## src/sv/pcicfg_pkg.sv

```systemverilog
`default_nettype none
// ----------------------------------------------------------------------------
// pcicfg_pkg
// Shared constants, codes and controller/datapath command type for the
// emulated type-0 configuration space table.
// ----------------------------------------------------------------------------
package pcicfg_pkg;

	localparam int MAX_DEVICES = 8;
	localparam int CNT_W = $clog2(MAX_DEVICES + 1);
	localparam int IDX_W = (MAX_DEVICES > 1) ? $clog2(MAX_DEVICES) : 1;

	localparam logic [15:0] VENDOR_CODE   = 16'h1AF4;
	localparam logic [15:0] PORT_RESET    = 16'hC000;
	localparam logic [31:0] MEMORY_RESET  = 32'hFEB0_0000;
	localparam logic [15:0] PORT_STRIDE   = 16'd64;
	localparam logic [31:0] MEMORY_STRIDE = 32'd4096;
	localparam logic [7:0]  COMMAND_RESET = 8'h07;
	localparam logic [7:0]  STATUS_LOW    = 8'h10;
	localparam logic [7:0]  INT_PIN       = 8'h01;
	localparam logic [31:0] ALL_ONES      = 32'hFFFF_FFFF;
	localparam logic [31:0] BAR_PROBE     = 32'hFFFF_FFC1;
	localparam logic [8:0]  HEADER_BYTES  = 9'd256;

	// action codes
	localparam logic [1:0] ACT_REGISTER = 2'd0;
	localparam logic [1:0] ACT_READ     = 2'd1;
	localparam logic [1:0] ACT_WRITE    = 2'd2;

	// status codes
	localparam logic [1:0] ST_DONE  = 2'd0;
	localparam logic [1:0] ST_NODEV = 2'd1;
	localparam logic [1:0] ST_RANGE = 2'd2;
	localparam logic [1:0] ST_FULL  = 2'd3;

	typedef struct packed {
		logic capture;  // latch the incoming transaction
		logic execute;  // run it against the table, load result registers
	} dp_cmd_t;

endpackage : pcicfg_pkg
`default_nettype wire

```

## src/sv/pci_config_space_endpoint_table_core.sv

```systemverilog
`default_nettype none
// ----------------------------------------------------------------------------
// pci_config_space_endpoint_table_core
// Emulated bus-0 PCI configuration space for up to MAX_DEVICES type-0
// endpoints: registration, config reads and config writes.
// ----------------------------------------------------------------------------
// Usage: a transaction is taken on the rising edge where start is high and
// busy is low. Every transaction has a latch step and then an execute step
// that runs it against the device table (a single table read and/or write
// at the slot's entry). The result appears on read_data/status/assigned_*
// with done high for exactly one cycle, in the cycle busy drops; there is no
// back-pressure, so the receiver must capture it in that cycle. A new
// transaction may be started in the same cycle that done is high, but none
// is accepted while busy is high in the execute step. Registration
// (action 0) allocates slot count+1 with an I/O base from 0xC000 in steps
// of 64 and an MMIO base from 0xFEB00000 in steps of 4096; status 3 reports
// a full table. Reads (action 1) return 1, 2 or 4 little-endian header
// bytes, all ones on failure. Writes (action 2) only affect the command low
// byte (offset 4) and BAR0 (offset 0x10). Table entries hold no reset value;
// only registered slots are reachable.
// ----------------------------------------------------------------------------
module pci_config_space_endpoint_table_core
	import pcicfg_pkg::*;
(
	input  wire logic        clk,
	input  wire logic        arst_n,
	input  wire logic        start,
	output logic             busy,
	output logic             done,
	input  wire logic [1:0]  action,
	input  wire logic [7:0]  bus_number,
	input  wire logic [7:0]  slot_number,
	input  wire logic [7:0]  function_number,
	input  wire logic [7:0]  byte_offset,
	input  wire logic [2:0]  access_size,
	input  wire logic [31:0] write_value,
	input  wire logic [15:0] device_ident,
	input  wire logic [7:0]  irq_number,
	input  wire logic [7:0]  class_base,
	input  wire logic [7:0]  class_sub,
	output logic [31:0]      read_data,
	output logic [1:0]       status,
	output logic [4:0]       assigned_slot,
	output logic [15:0]      assigned_io_base,
	output logic [31:0]      assigned_mmio_base
);

	// controller -> datapath commands
	dp_cmd_t dp_cmd;

	// sequencer: IDLE accepts, EXEC runs one transaction, done strobes next
	pcicfg_ctrl u_ctrl (
		.clk    (clk),
		.arst_n (arst_n),
		.start  (start),
		.busy   (busy),
		.done   (done),
		.cmd    (dp_cmd)
	);

	// datapath: transaction latch, device table, allocators, result regs
	pcicfg_dp u_dp (
		.clk                (clk),
		.arst_n             (arst_n),
		.cmd                (dp_cmd),
		.action             (action),
		.bus_number         (bus_number),
		.slot_number        (slot_number),
		.function_number    (function_number),
		.byte_offset        (byte_offset),
		.access_size        (access_size),
		.write_value        (write_value),
		.device_ident       (device_ident),
		.irq_number         (irq_number),
		.class_base         (class_base),
		.class_sub          (class_sub),
		.read_data          (read_data),
		.status             (status),
		.assigned_slot      (assigned_slot),
		.assigned_io_base   (assigned_io_base),
		.assigned_mmio_base (assigned_mmio_base)
	);

endmodule : pci_config_space_endpoint_table_core
`default_nettype wire

```

## src/sv/pcicfg_ctrl.sv

```systemverilog
`default_nettype none
// ----------------------------------------------------------------------------
// pcicfg_ctrl
// Two-state sequencer: accept a transaction, execute it, strobe the result.
// ----------------------------------------------------------------------------
module pcicfg_ctrl
	import pcicfg_pkg::*;
(
	input  wire logic clk,
	input  wire logic arst_n,
	input  wire logic start,
	output logic      busy,
	output logic      done,
	output dp_cmd_t   cmd
);

	typedef enum logic {
		S_IDLE,
		S_EXEC
	} state_t;

	state_t state_q;
	logic   done_q;

	assign busy        = (state_q == S_EXEC);
	assign done        = done_q;
	assign cmd.capture = start && !busy;
	assign cmd.execute = busy;

	always_ff @(posedge clk or negedge arst_n) begin
		if (!arst_n) begin
			state_q <= S_IDLE;
			done_q  <= 1'b0;
		end else begin
			done_q <= 1'b0;
			case (state_q)
				S_IDLE: begin
					if (start) begin
						state_q <= S_EXEC;
					end
				end
				S_EXEC: begin
					done_q  <= 1'b1;
					state_q <= S_IDLE;
				end
				default: begin
					state_q <= S_IDLE;
				end
			endcase
		end
	end

	// accepted transaction executes next cycle, result strobes the one after
	a_accept_exec: assert property (@(posedge clk) disable iff (!arst_n)
		cmd.capture |=> busy && !done)
		else $error("accepted transaction did not enter execute");

	a_exec_done: assert property (@(posedge clk) disable iff (!arst_n)
		busy |=> done && !busy)
		else $error("execute did not produce exactly one result strobe");

	a_done_cause: assert property (@(posedge clk) disable iff (!arst_n)
		done |-> !busy)
		else $error("result strobe while still executing");

endmodule : pcicfg_ctrl
`default_nettype wire

```

## src/sv/pcicfg_dp.sv

```systemverilog
`default_nettype none
// ----------------------------------------------------------------------------
// pcicfg_dp
// Transaction registers, per-device header table, base allocators and
// result registers.
// ----------------------------------------------------------------------------
module pcicfg_dp
	import pcicfg_pkg::*;
(
	input  wire logic        clk,
	input  wire logic        arst_n,
	input  wire dp_cmd_t     cmd,
	input  wire logic [1:0]  action,
	input  wire logic [7:0]  bus_number,
	input  wire logic [7:0]  slot_number,
	input  wire logic [7:0]  function_number,
	input  wire logic [7:0]  byte_offset,
	input  wire logic [2:0]  access_size,
	input  wire logic [31:0] write_value,
	input  wire logic [15:0] device_ident,
	input  wire logic [7:0]  irq_number,
	input  wire logic [7:0]  class_base,
	input  wire logic [7:0]  class_sub,
	output logic [31:0]      read_data,
	output logic [1:0]       status,
	output logic [4:0]       assigned_slot,
	output logic [15:0]      assigned_io_base,
	output logic [31:0]      assigned_mmio_base
);

	localparam logic [7:0] OFF_VID_LO  = 8'h00;
	localparam logic [7:0] OFF_VID_HI  = 8'h01;
	localparam logic [7:0] OFF_DID_LO  = 8'h02;
	localparam logic [7:0] OFF_DID_HI  = 8'h03;
	localparam logic [7:0] OFF_CMD     = 8'h04;
	localparam logic [7:0] OFF_STS     = 8'h06;
	localparam logic [7:0] OFF_SUBCLS  = 8'h0A;
	localparam logic [7:0] OFF_BASECLS = 8'h0B;
	localparam logic [7:0] OFF_BAR0_0  = 8'h10;
	localparam logic [7:0] OFF_BAR0_1  = 8'h11;
	localparam logic [7:0] OFF_BAR0_2  = 8'h12;
	localparam logic [7:0] OFF_BAR0_3  = 8'h13;
	localparam logic [7:0] OFF_BAR1_0  = 8'h14;
	localparam logic [7:0] OFF_BAR1_1  = 8'h15;
	localparam logic [7:0] OFF_BAR1_2  = 8'h16;
	localparam logic [7:0] OFF_BAR1_3  = 8'h17;
	localparam logic [7:0] OFF_SVID_LO = 8'h2C;
	localparam logic [7:0] OFF_SVID_HI = 8'h2D;
	localparam logic [7:0] OFF_SID_LO  = 8'h2E;
	localparam logic [7:0] OFF_SID_HI  = 8'h2F;
	localparam logic [7:0] OFF_IRQ     = 8'h3C;
	localparam logic [7:0] OFF_PIN     = 8'h3D;

	// latched transaction
	logic [1:0]  action_q;
	logic [7:0]  bus_q, slot_q, func_q, off_q;
	logic [2:0]  size_q;
	logic [31:0] wval_q;
	logic [15:0] ident_q;
	logic [7:0]  irq_q, cbase_q, csub_q;

	// allocator state
	logic [CNT_W-1:0] dev_total_q;
	logic [15:0]      port_base_q;
	logic [31:0]      mem_base_q;

	// per-device table
	logic [15:0] dev_ident_q   [MAX_DEVICES];
	logic [7:0]  dev_cbase_q   [MAX_DEVICES];
	logic [7:0]  dev_csub_q    [MAX_DEVICES];
	logic [7:0]  dev_irq_q     [MAX_DEVICES];
	logic [7:0]  dev_cmd_q     [MAX_DEVICES];
	logic [31:0] dev_bar0_q    [MAX_DEVICES];
	logic [31:0] dev_bar1_q    [MAX_DEVICES];

	// result registers
	logic [31:0] rdata_q;
	logic [1:0]  status_q;
	logic [4:0]  aslot_q;
	logic [15:0] aio_q;
	logic [31:0] ammio_q;

	function automatic logic [7:0] hdr_byte(
		input logic [7:0]  off,
		input logic [15:0] ident,
		input logic [7:0]  cmdlo,
		input logic [7:0]  csub,
		input logic [7:0]  cbase,
		input logic [31:0] bar0,
		input logic [31:0] bar1,
		input logic [7:0]  irq
	);
		logic [7:0] b;
		case (off)
			OFF_VID_LO:  b = VENDOR_CODE[7:0];
			OFF_VID_HI:  b = VENDOR_CODE[15:8];
			OFF_DID_LO:  b = ident[7:0];
			OFF_DID_HI:  b = ident[15:8];
			OFF_CMD:     b = cmdlo;
			OFF_STS:     b = STATUS_LOW;
			OFF_SUBCLS:  b = csub;
			OFF_BASECLS: b = cbase;
			OFF_BAR0_0:  b = bar0[7:0];
			OFF_BAR0_1:  b = bar0[15:8];
			OFF_BAR0_2:  b = bar0[23:16];
			OFF_BAR0_3:  b = bar0[31:24];
			OFF_BAR1_0:  b = bar1[7:0];
			OFF_BAR1_1:  b = bar1[15:8];
			OFF_BAR1_2:  b = bar1[23:16];
			OFF_BAR1_3:  b = bar1[31:24];
			OFF_SVID_LO: b = VENDOR_CODE[7:0];
			OFF_SVID_HI: b = VENDOR_CODE[15:8];
			OFF_SID_LO:  b = ident[7:0];
			OFF_SID_HI:  b = ident[15:8];
			OFF_IRQ:     b = irq;
			OFF_PIN:     b = INT_PIN;
			default:     b = 8'h00;
		endcase
		return b;
	endfunction

	// address decode
	logic [7:0]       slot_m1;
	logic [IDX_W-1:0] rd_idx, wr_idx;
	logic             present, past, size_ok, full;
	logic [CNT_W-1:0] total_inc;
	logic [7:0]       rb [4];
	logic [31:0]      rd_word;

	assign slot_m1   = slot_q - 8'd1;
	assign rd_idx    = slot_m1[IDX_W-1:0];
	assign wr_idx    = dev_total_q[IDX_W-1:0];
	assign total_inc = dev_total_q + CNT_W'(1);
	assign full      = (dev_total_q >= CNT_W'(MAX_DEVICES));
	assign present   = (bus_q == 8'd0) && (func_q == 8'd0) && (slot_q != 8'd0)
	                   && (slot_q <= 8'(dev_total_q));
	assign past      = ({1'b0, off_q} + {6'd0, size_q}) > HEADER_BYTES;
	assign size_ok   = (size_q == 3'd1) || (size_q == 3'd2) || (size_q == 3'd4);

	always_comb begin
		for (int k = 0; k < 4; k++) begin
			rb[k] = hdr_byte(off_q + 8'(k), dev_ident_q[rd_idx], dev_cmd_q[rd_idx],
				dev_csub_q[rd_idx], dev_cbase_q[rd_idx], dev_bar0_q[rd_idx],
				dev_bar1_q[rd_idx], dev_irq_q[rd_idx]);
		end
		case (size_q)
			3'd1:    rd_word = {24'd0, rb[0]};
			3'd2:    rd_word = {16'd0, rb[1], rb[0]};
			default: rd_word = {rb[3], rb[2], rb[1], rb[0]};
		endcase
	end

	// transaction capture (payload, no reset)
	always_ff @(posedge clk) begin
		if (cmd.capture) begin
			action_q <= action;
			bus_q    <= bus_number;
			slot_q   <= slot_number;
			func_q   <= function_number;
			off_q    <= byte_offset;
			size_q   <= access_size;
			wval_q   <= write_value;
			ident_q  <= device_ident;
			irq_q    <= irq_number;
			cbase_q  <= class_base;
			csub_q   <= class_sub;
		end
	end

	// allocator
	always_ff @(posedge clk or negedge arst_n) begin
		if (!arst_n) begin
			dev_total_q <= '0;
			port_base_q <= PORT_RESET;
			mem_base_q  <= MEMORY_RESET;
		end else if (cmd.execute && action_q == ACT_REGISTER && !full) begin
			dev_total_q <= total_inc;
			port_base_q <= port_base_q + PORT_STRIDE;
			mem_base_q  <= mem_base_q + MEMORY_STRIDE;
		end
	end

	// table and results
	always_ff @(posedge clk) begin
		if (cmd.execute) begin
			rdata_q  <= 32'd0;
			status_q <= ST_DONE;
			aslot_q  <= 5'd0;
			aio_q    <= 16'd0;
			ammio_q  <= 32'd0;
			case (action_q)
				ACT_REGISTER: begin
					if (full) begin
						status_q <= ST_FULL;
					end else begin
						aslot_q             <= 5'(total_inc);
						aio_q               <= port_base_q;
						ammio_q             <= mem_base_q;
						dev_ident_q[wr_idx] <= ident_q;
						dev_irq_q[wr_idx]   <= irq_q;
						dev_cbase_q[wr_idx] <= cbase_q;
						dev_csub_q[wr_idx]  <= csub_q;
						dev_cmd_q[wr_idx]   <= COMMAND_RESET;
						dev_bar0_q[wr_idx]  <= {16'd0, port_base_q} | 32'd1;
						dev_bar1_q[wr_idx]  <= mem_base_q;
					end
				end
				ACT_READ: begin
					if (!present) begin
						rdata_q  <= ALL_ONES;
						status_q <= ST_NODEV;
					end else if (past || !size_ok) begin
						rdata_q  <= ALL_ONES;
						status_q <= ST_RANGE;
					end else begin
						rdata_q <= rd_word;
					end
				end
				ACT_WRITE: begin
					if (!present) begin
						status_q <= ST_NODEV;
					end else if (past) begin
						status_q <= ST_RANGE;
					end else if (off_q == OFF_CMD) begin
						dev_cmd_q[rd_idx] <= wval_q[7:0];
					end else if (off_q == OFF_BAR0_0) begin
						if (wval_q == ALL_ONES) begin
							dev_bar0_q[rd_idx] <= BAR_PROBE;
						end else begin
							dev_bar0_q[rd_idx] <= {wval_q[31:2], 2'b01};
						end
					end
				end
				default: begin
					status_q <= ST_RANGE;
				end
			endcase
		end
	end

	assign read_data          = rdata_q;
	assign status             = status_q;
	assign assigned_slot      = aslot_q;
	assign assigned_io_base   = aio_q;
	assign assigned_mmio_base = ammio_q;

endmodule : pcicfg_dp
`default_nettype wire
```

## config.mk

```make
export PLATFORM = sky130hd
export DESIGN_NAME = pci_config_space_endpoint_table_core
export DESIGN_NICKNAME = d
export VERILOG_FILES = /design/src/sv/pcicfg_pkg.sv /design/src/sv/pci_config_space_endpoint_table_core.sv /design/src/sv/pcicfg_ctrl.sv /design/src/sv/pcicfg_dp.sv
export SDC_FILE = /design/constraint.sdc
export NUM_CORES = 1
export LEC_CHECK = 0
export BUFFER_PORTS_ARGS = -buffer_cell sky130_fd_sc_hd__buf_2
export CAP_MARGIN = 30
export CORE_MARGIN = 2
export CORE_UTILIZATION = 55
export DETAILED_ROUTE_END_ITERATION = 16
export PLACE_DENSITY_LB_ADDON = 0.12
export SLEW_MARGIN = 10
export SYNTH_ARGS = -nofsm -noshare
export SYNTH_HDL_FRONTEND = slang
export SYNTH_HIERARCHICAL = 1
export SYNTH_SLANG_ARGS = --single-unit
```

## constraint.sdc

```tcl
create_clock -name clk -period 15.66 [get_ports clk]
set_input_delay 1.566 -clock clk [delete_from_list [all_inputs] [get_ports clk]]
set_output_delay 1.566 -clock clk [all_outputs]
set_load 0.03 [all_outputs]
```

## Word level (Yosys, flattened, before mapping)

Memories as Yosys holds them, arrays and structs flattened.
Index checks and enable logic that the tools add are counted.
Widths: inputs -> output; s select.

- Add/sub/neg operators: 8
- $mul: 0
- Div/mod/pow operators: 0
- Magnitude comparators: 3
- Eq/ne operators: 90
- Shifts and indexed selects: 0
- Mux-type cells: 49
- Bitwise gates (word level): 3
- Reduce and logical (&&, ||, !) cells: 39

Operators with widths:

| kind | count |
|---|---|
| $pmux 8 s18 | 4 |
| $eq 8x5->1 const B | 32 |
| $eq 8x6->1 const B | 24 |
| $eq 8x2->1 const B | 8 |
| $eq 8x3->1 const B | 8 |
| $eq 8x4->1 const B | 8 |
| $mux 32 | 2 |
| $pmux 32 s2 | 1 |
| $mux 31 | 2 |
| $logic_not 8->1 | 6 |
| $reduce_or 2->1 | 17 |
| $add 32x13->32 const B | 1 |
| $eq 32x32->1 const B | 1 |
| $eq 8x1->1 const B | 4 |
| $reduce_or 31->1 | 1 |
| $mux 1 | 30 |
| $add 16x7->16 const B | 1 |
| $add 8x2->8 const B | 2 |
| $mux 2 | 5 |
| $add 8x3->9 | 1 |
| $gt 9x9->1 const B | 1 |
| $add 8x1->8 const B | 1 |
| $le 8x4->1 | 1 |
| $mux 8 | 1 |
| other kinds (19) | 30 |

- Flip-flop bits (word level): 250
- Latch bits: 0
- Memory bits (writable): 888
- Memory bits (read-only): 0
- Bits of input ports: 112
- Output and inout port bits: 89
- Logic and storage cells: 221
- Memories: 7

Memory list:

| memory | words | bits a word | read ports | clocked after Yosys merged registers in | write ports | line | source |
|---|---|---|---|---|---|---|---|
| u_dp.dev_bar1_q | 8 | 32 | 1 | 0 | 1 | pcicfg_dp.sv:74 | `logic [31:0] dev_bar1_q [MAX_DEVICES];` |
| u_dp.dev_bar0_q | 8 | 31 | 1 | 0 | 1 | pcicfg_dp.sv:73 | `logic [31:0] dev_bar0_q [MAX_DEVICES];` |
| u_dp.dev_ident_q | 8 | 16 | 1 | 0 | 1 | pcicfg_dp.sv:68 | `logic [15:0] dev_ident_q [MAX_DEVICES];` |
| u_dp.dev_cbase_q | 8 | 8 | 1 | 0 | 1 | pcicfg_dp.sv:69 | `logic [7:0] dev_cbase_q [MAX_DEVICES];` |
| u_dp.dev_cmd_q | 8 | 8 | 1 | 0 | 1 | pcicfg_dp.sv:72 | `logic [7:0] dev_cmd_q [MAX_DEVICES];` |
| u_dp.dev_csub_q | 8 | 8 | 1 | 0 | 1 | pcicfg_dp.sv:70 | `logic [7:0] dev_csub_q [MAX_DEVICES];` |
| +1 memories | -- | -- | -- | -- | -- | -- |  |

## Longest topological paths before layout

- Depth after elaboration: 12
- Gate-level depth with buffers: 18
- Mapped depth without buffers: 10

## Hierarchy

The synthesis kept the hierarchy.

Modules (own cells, without submodules):

| module | times used | cells each | area an instance (µm²) | seq. area each (µm²) |
|---|---|---|---|---|
| pcicfg_dp | 1 | 2506 | 41952.7 | 29723.5 |
| pcicfg_ctrl | 1 | 4 | 71.3 | 50.0 |

## Worst setup path before layout

OpenSTA, ideal clock, no wires.

- Path type: flip-flop to flip-flop
- From: register u_ctrl.state_q (netlist: u_ctrl/busy)
- To: memory u_dp.dev_bar1_q[1][12] (enable)
- Arrival: 5.905 ns
- Data required time: 15.109 ns
- Path slack: 9.203 ns
- Cell stages (with the launch flop): 6
- Path buffers: 2
- Clock period less this slack: 6.457 ns
- Path through: dfrtp_1 -> buf_4 -> and2_1 -> clkbuf_1 -> nand2_1 -> nor3_1

- Longest elaborated chain between the ends: 2

Ends and longest elaborated chain:

| element | line | source |
|---|---|---|
| start: declaration | pcicfg_ctrl.sv:22 | `state_t state_q;` |
| start signal: assignment | pcicfg_ctrl.sv:32 | `state_q <= S_IDLE;` |
| start signal: assignment | pcicfg_ctrl.sv:39 | `state_q <= S_EXEC;` |
| start signal: assignment | pcicfg_ctrl.sv:44 | `state_q <= S_IDLE;` |
| $mux 1 | pcicfg_dp.sv:185 | `if (cmd.execute) begin` |
| $mux 1 (implied by the code) | pcicfg_dp.sv:205 | `dev_bar1_q[wr_idx] <= mem_base_q;` |
| end: declaration | pcicfg_dp.sv:74 |  |

Every way passes these cells.

## Final worst setup path

- From: register u_dp.slot_q[0]
- To: register u_dp.rdata_q[21] (netlist: u_dp/read_data[21]) (data pin)

- Longest elaborated chain between the ends: 6
- Elaborated cells on any way between the ends: 16
- Those cells by class: 1 x add/sub; 1 x order compare; 4 x mux; 3 x reduce/logical; 7 x memory

Ends and longest elaborated chain:

| element | line | source |
|---|---|---|
| start: declaration | pcicfg_dp.sv:56 | `logic [7:0] bus_q, slot_q, func_q, off_q;` |
| start signal: assignment | pcicfg_dp.sv:158 | `slot_q <= slot_number;` |
| $sub 3x1->3 | pcicfg_dp.sv:130 | `assign slot_m1 = slot_q - 8'd1;` |
| $mem_v2 8x8 (tied with other cells) | -- |  |
| $pmux 8 s18 | pcicfg_dp.sv:94 | `case (off)` |
| $pmux 32 s2 | pcicfg_dp.sv:146 | `case (size_q)` |
| $mux 32 | pcicfg_dp.sv:212 | `end else if (past \|\| !size_ok) begin` |
| $mux 32 * | pcicfg_dp.sv:209 | `if (!present) begin` |
| end signal: assignment | pcicfg_dp.sv:216 | `rdata_q <= rd_word;` |
| end: declaration | pcicfg_dp.sv:77 | `logic [31:0] rdata_q;` |

Mark *: on every way between the ends. The rest lies on a longest branch, timed or not.
A chain may end at the register's enable or synchronous reset.

==> impl_metrics.py <==
metrics = {
    "setup_path": {
        "cp.arrival_ns": 6.87,
        "endpoint_kind": "flop",
        "reg2reg_slack_ns": 9.10,
        "required_ns": 15.98,
        "rr_startpoint": "u_dp/slot_q[0]$_DFFE_PP_",
        "crit_slowest_cell": "buf_4",
        "critical_path_class": "flop to flop",
        "start_kind": "flop",
        "crit_fanout": 102,
        "reg2regPathDepth": 12,
        "rr_endpoint": "u_dp/read_data[21]$_SDFFCE_PN0P_",
        "critPathMaxStageDelay_ns": 0.76,
        "worstPathCellList": "buf_12 -> inv_1 -> ha_4 -> buf_4 -> buf_4 -> mux4_2 -> mux2i_1 -> nor3_1 -> a31oi_1 -> o2bb2ai_1 -> nor4_1 -> a31oi_1",
    },
    "clock_tree": {
        "cts_sinks": 997,
        "cts_root_buffer": "clkbuf_16",
        "cts_setup_buffers": 0,
        "clk_pin_slew_worst_paths_ns": 0.06,
        "htreeDepth": 3,
        "cts_resized": 0,
        "cts_hold_buffers": 0,
        "clk_path_buf_depth": 3,
        "worstSkewPairLatency_ns": 0.69,
        "cts_tree": "yes",
        "numCtsBuffers": 100,
    },
    "synthesis": {
        "yosys.area.top_type": "edfxtp_1",
        "yosysMostFrequentCell": "edfxtp_1",
        "syn_inst": 2510,
        "synth_compound_area_share_pct": 5.98,
        "synthMuxAreaShare_pct": 12.1,
        "ys_top_cells_by_area": "edfxtp_1, mux4_2, nand2_1",
        "yosys.area.top_type_share_pct": 68.7,
        "synthAdderAreaFrac_pct": 0.464,
        "yosysSeqAreaShare_pct": 70.8,
        "synth-xor-area-share_pct": 0.980,
        "synthSimpleGateAreaFrac_pct": 7.46,
        "synth_edf_count": 961,
        "synth_top_family_by_area": "multiplexers",
        "avgSynthCellArea_um2": 16.7,
        "synth_ff_type": "edfxtp_1",
        "ys_seq_elements": 997,
        "ys_async_sr_fraction_pct": 3.61,
        "syn-cell-area_um2": 42000,
        "synth_cell_type_count": 97,
        "synth_common_cells": "edfxtp_1, nand2_1, mux4_2, nor2_1, mux2i_1",
        "ys_warn_count": 6,
    },
    "route": {
        "dr.pass1.iters": 6,
        "viasPerCell": 6.77,
        "drt_iter0_markers": 3396,
        "wire_per_inst_um": 34.6,
        "drc": 0,
        "postRouteAntennaNets": 0,
        "routed_wl_um": 132000,
        "vias": 25800,
    },
    "hold_path": {
        "worstHoldStart": "u_dp/port_base_q[14]$_DFFE_PN1P_",
        "whs_path_depth": 1,
        "hold_end": "u_dp/port_base_q[14]$_DFFE_PN1P_",
        "hold_class": "flop to flop",
    },
    "layout": {
        "nNetsFinal": 2874,
        "fin_cells": 3811,
        "area_growth_pct": 13.3,
        "post_route_cells_drive_above_1_share_pct": 24.0,
        "num-fill-cells": 5425,
        "design_area_um2": 47600,
    },
    "power": {
        "power_density_nw_per_um2": 127,
        "p_total_mw": 6.07,
        "vdd_drop_max_mv": 0.132,
        "power.leakage_nw": 15.7,
    },
    "sta": {
        "final.min_clock_period_ns": 6.56,
        "relSlewSlack_pct": 21.3,
        "fmax_ghz": 0.153,
        "tightest_slew_ns": 1.17,
        "finalSetupTns_ns": 0,
        "setup_viol": 0,
        "grt_setup_unrepaired": "false",
        "finalWorstSetupSlack_ns": 9.10,
        "fin_skew_ns": 0.0640,
        "hold_viol": 0,
        "fin_crit_sh_pct": 41.9,
        "drv_slew": 0,
    },
    "placement": {
        "post-place-ws_ns": 9.33,
        "place_area_um2": 44200,
        "dp_hpwl_um": 86600,
        "portBuffers": 181,
        "globalplace.congestion": 1.04,
        "dp_cells": 3616,
    },
    "grt": {
        "gr-usage-all-layers_pct": 33.9,
        "grt_pass1_wl_um": 187000,
        "antenna_found_initial": 6,
        "gr-total-overflow": 0,
        "grt_pass1_vias": 25200,
        "grt_max_degree": 103,
    },
    "die": {
        "ios": 201,
        "core_area_um2": 75800,
        "die_w_um": 280,
        "die_h_um": 280,
        "std_cell_rows": 101,
        "initial_utilization_pct": 55.4,
        "die-area_um2": 78600,
    },
    "outcome": {
        "outcome": "complete, no violations",
    },
    "flow_run": {
        "maxCapViolations": 0,
    },
}
flip-flops by register name (all words and copies together), names as in the netlist, 10 cells and up:
signal / cells
u_dp/assigned_io_base: 10
u_dp/mem_base_q: 20
u_dp/port_base_q: 10
u_dp/dev_ident_q: 128
u_dp/dev_bar1_q: 160
u_dp/dev_bar0_q: 240
u_dp/dev_csub_q: 64
u_dp/ident_q: 16
u_dp/read_data: 32
u_dp/assigned_mmio_base: 20
u_dp/wval_q: 32
u_dp/dev_irq_q: 64
u_dp/dev_cmd_q: 64
u_dp/dev_cbase_q: 64
through the flow:
| stage | utilization [%] | hold WS, ns |
|---|---|---|
| 6_report | 62.8 | 0.527 |
| 5_1_grt | 62.8 | 0.538 |
| 4_1_cts | 62.7 | 0.526 |
| 3_5_place_dp | 58.3 | 0.518 |
| 3_3_place_gp | 58.2 | 0.499 |
| 2_1_floorplan | - | 0.472 |
critical path, delay by kind of cell, from the launching register on:
| kind | cells | cell delay [ns] |
|---|---|---|
| AO/OA/AOI/OAI | 3 | 0.53 |
| adder cells (fa/ha/maj) | 1 | 0.74 |
| buffers and inverters | 4 | 2.53 |
| flip-flops | 1 | 0.37 |
| multiplexers | 2 | 0.93 |
| AND/OR/NAND/NOR | 2 | 0.73 |
report_power, final:
part           total (mW)  switching, mW  internal (mW)
Clock                2.38           1.03           1.35
Sequential           3.11         0.0892           3.02
Combinational       0.577          0.401          0.176
Total                6.07           1.52           4.55
how the worst max path moves through the flow:
stage,slack [ns],from,to
global placement,9.37,u_dp/slot_q[0]$_DFFE_PP_,u_dp/read_data[21]$_SDFFCE_PN0P_
detailed placement,9.33,u_dp/slot_q[0]$_DFFE_PP_,u_dp/read_data[21]$_SDFFCE_PN0P_
global route,8.68,u_dp/slot_q[0]$_DFFE_PP_,u_dp/read_data[21]$_SDFFCE_PN0P_
floorplan,9.20,u_ctrl/busy$_DFF_PN0_,u_dp/dev_bar1_q[1][12]$_DFFE_PP_
finish,9.10,u_dp/slot_q[0]$_DFFE_PP_,u_dp/read_data[21]$_SDFFCE_PN0P_
CTS,9.24,u_dp/slot_q[0]$_DFFE_PP_,u_dp/read_data[21]$_SDFFCE_PN0P_
kinds of logic after synthesis:
| family | Yosys count |
|---|---|
| buf+inv | 183 |
| flops | 997 |
| fa+ha+maj | 15 |
| mux | 269 |
| simple gates | 640 |
| xor+xnor | 47 |
| compound gates | 358 |
| other cells | 1 |
layout make-up:
class,instances,area (um2),area share [%]
antenna,2,5.00,0.0105
clock buffer,122,2660,5.58
clock inverter,64,671,1.41
inverter,36,135,0.284
multi-input combinational,1348,11600,24.3
sequential,997,29800,62.5
tap,978,1220,2.57
timing repair buffer,264,1590,3.34
routing by layer:
layer | vias up | part of all wire (%) | global-route usage, %
met4 | 4 | 4.6 | 14.3
met5 | - | 0.017 | 0
met2 | 1570 | 44 | 49.7
met3 | 333 | 10 | 7.64
li1 | 10500 | - | -
met1 | 13400 | 41 | 49.6
placed cells by master (no fill, tap or decap), types with 53 or more instances in the layout:
cell type / Yosys / final
mux4_2: 191 / 191
edfxtp_1: 961 / 961
o21ai_0: 53 / 53
clkbuf_16: 0 / 101
a21oi_1: 54 / 53
buf_4: 22 / 78
nor2_1: 143 / 131
and2_1: 59 / 59
o22ai_1: 57 / 57
buf_2: 45 / 181
mux2i_1: 70 / 70
nand2_1: 209 / 209
No activity file was read; power rests on OpenSTA's default activity.
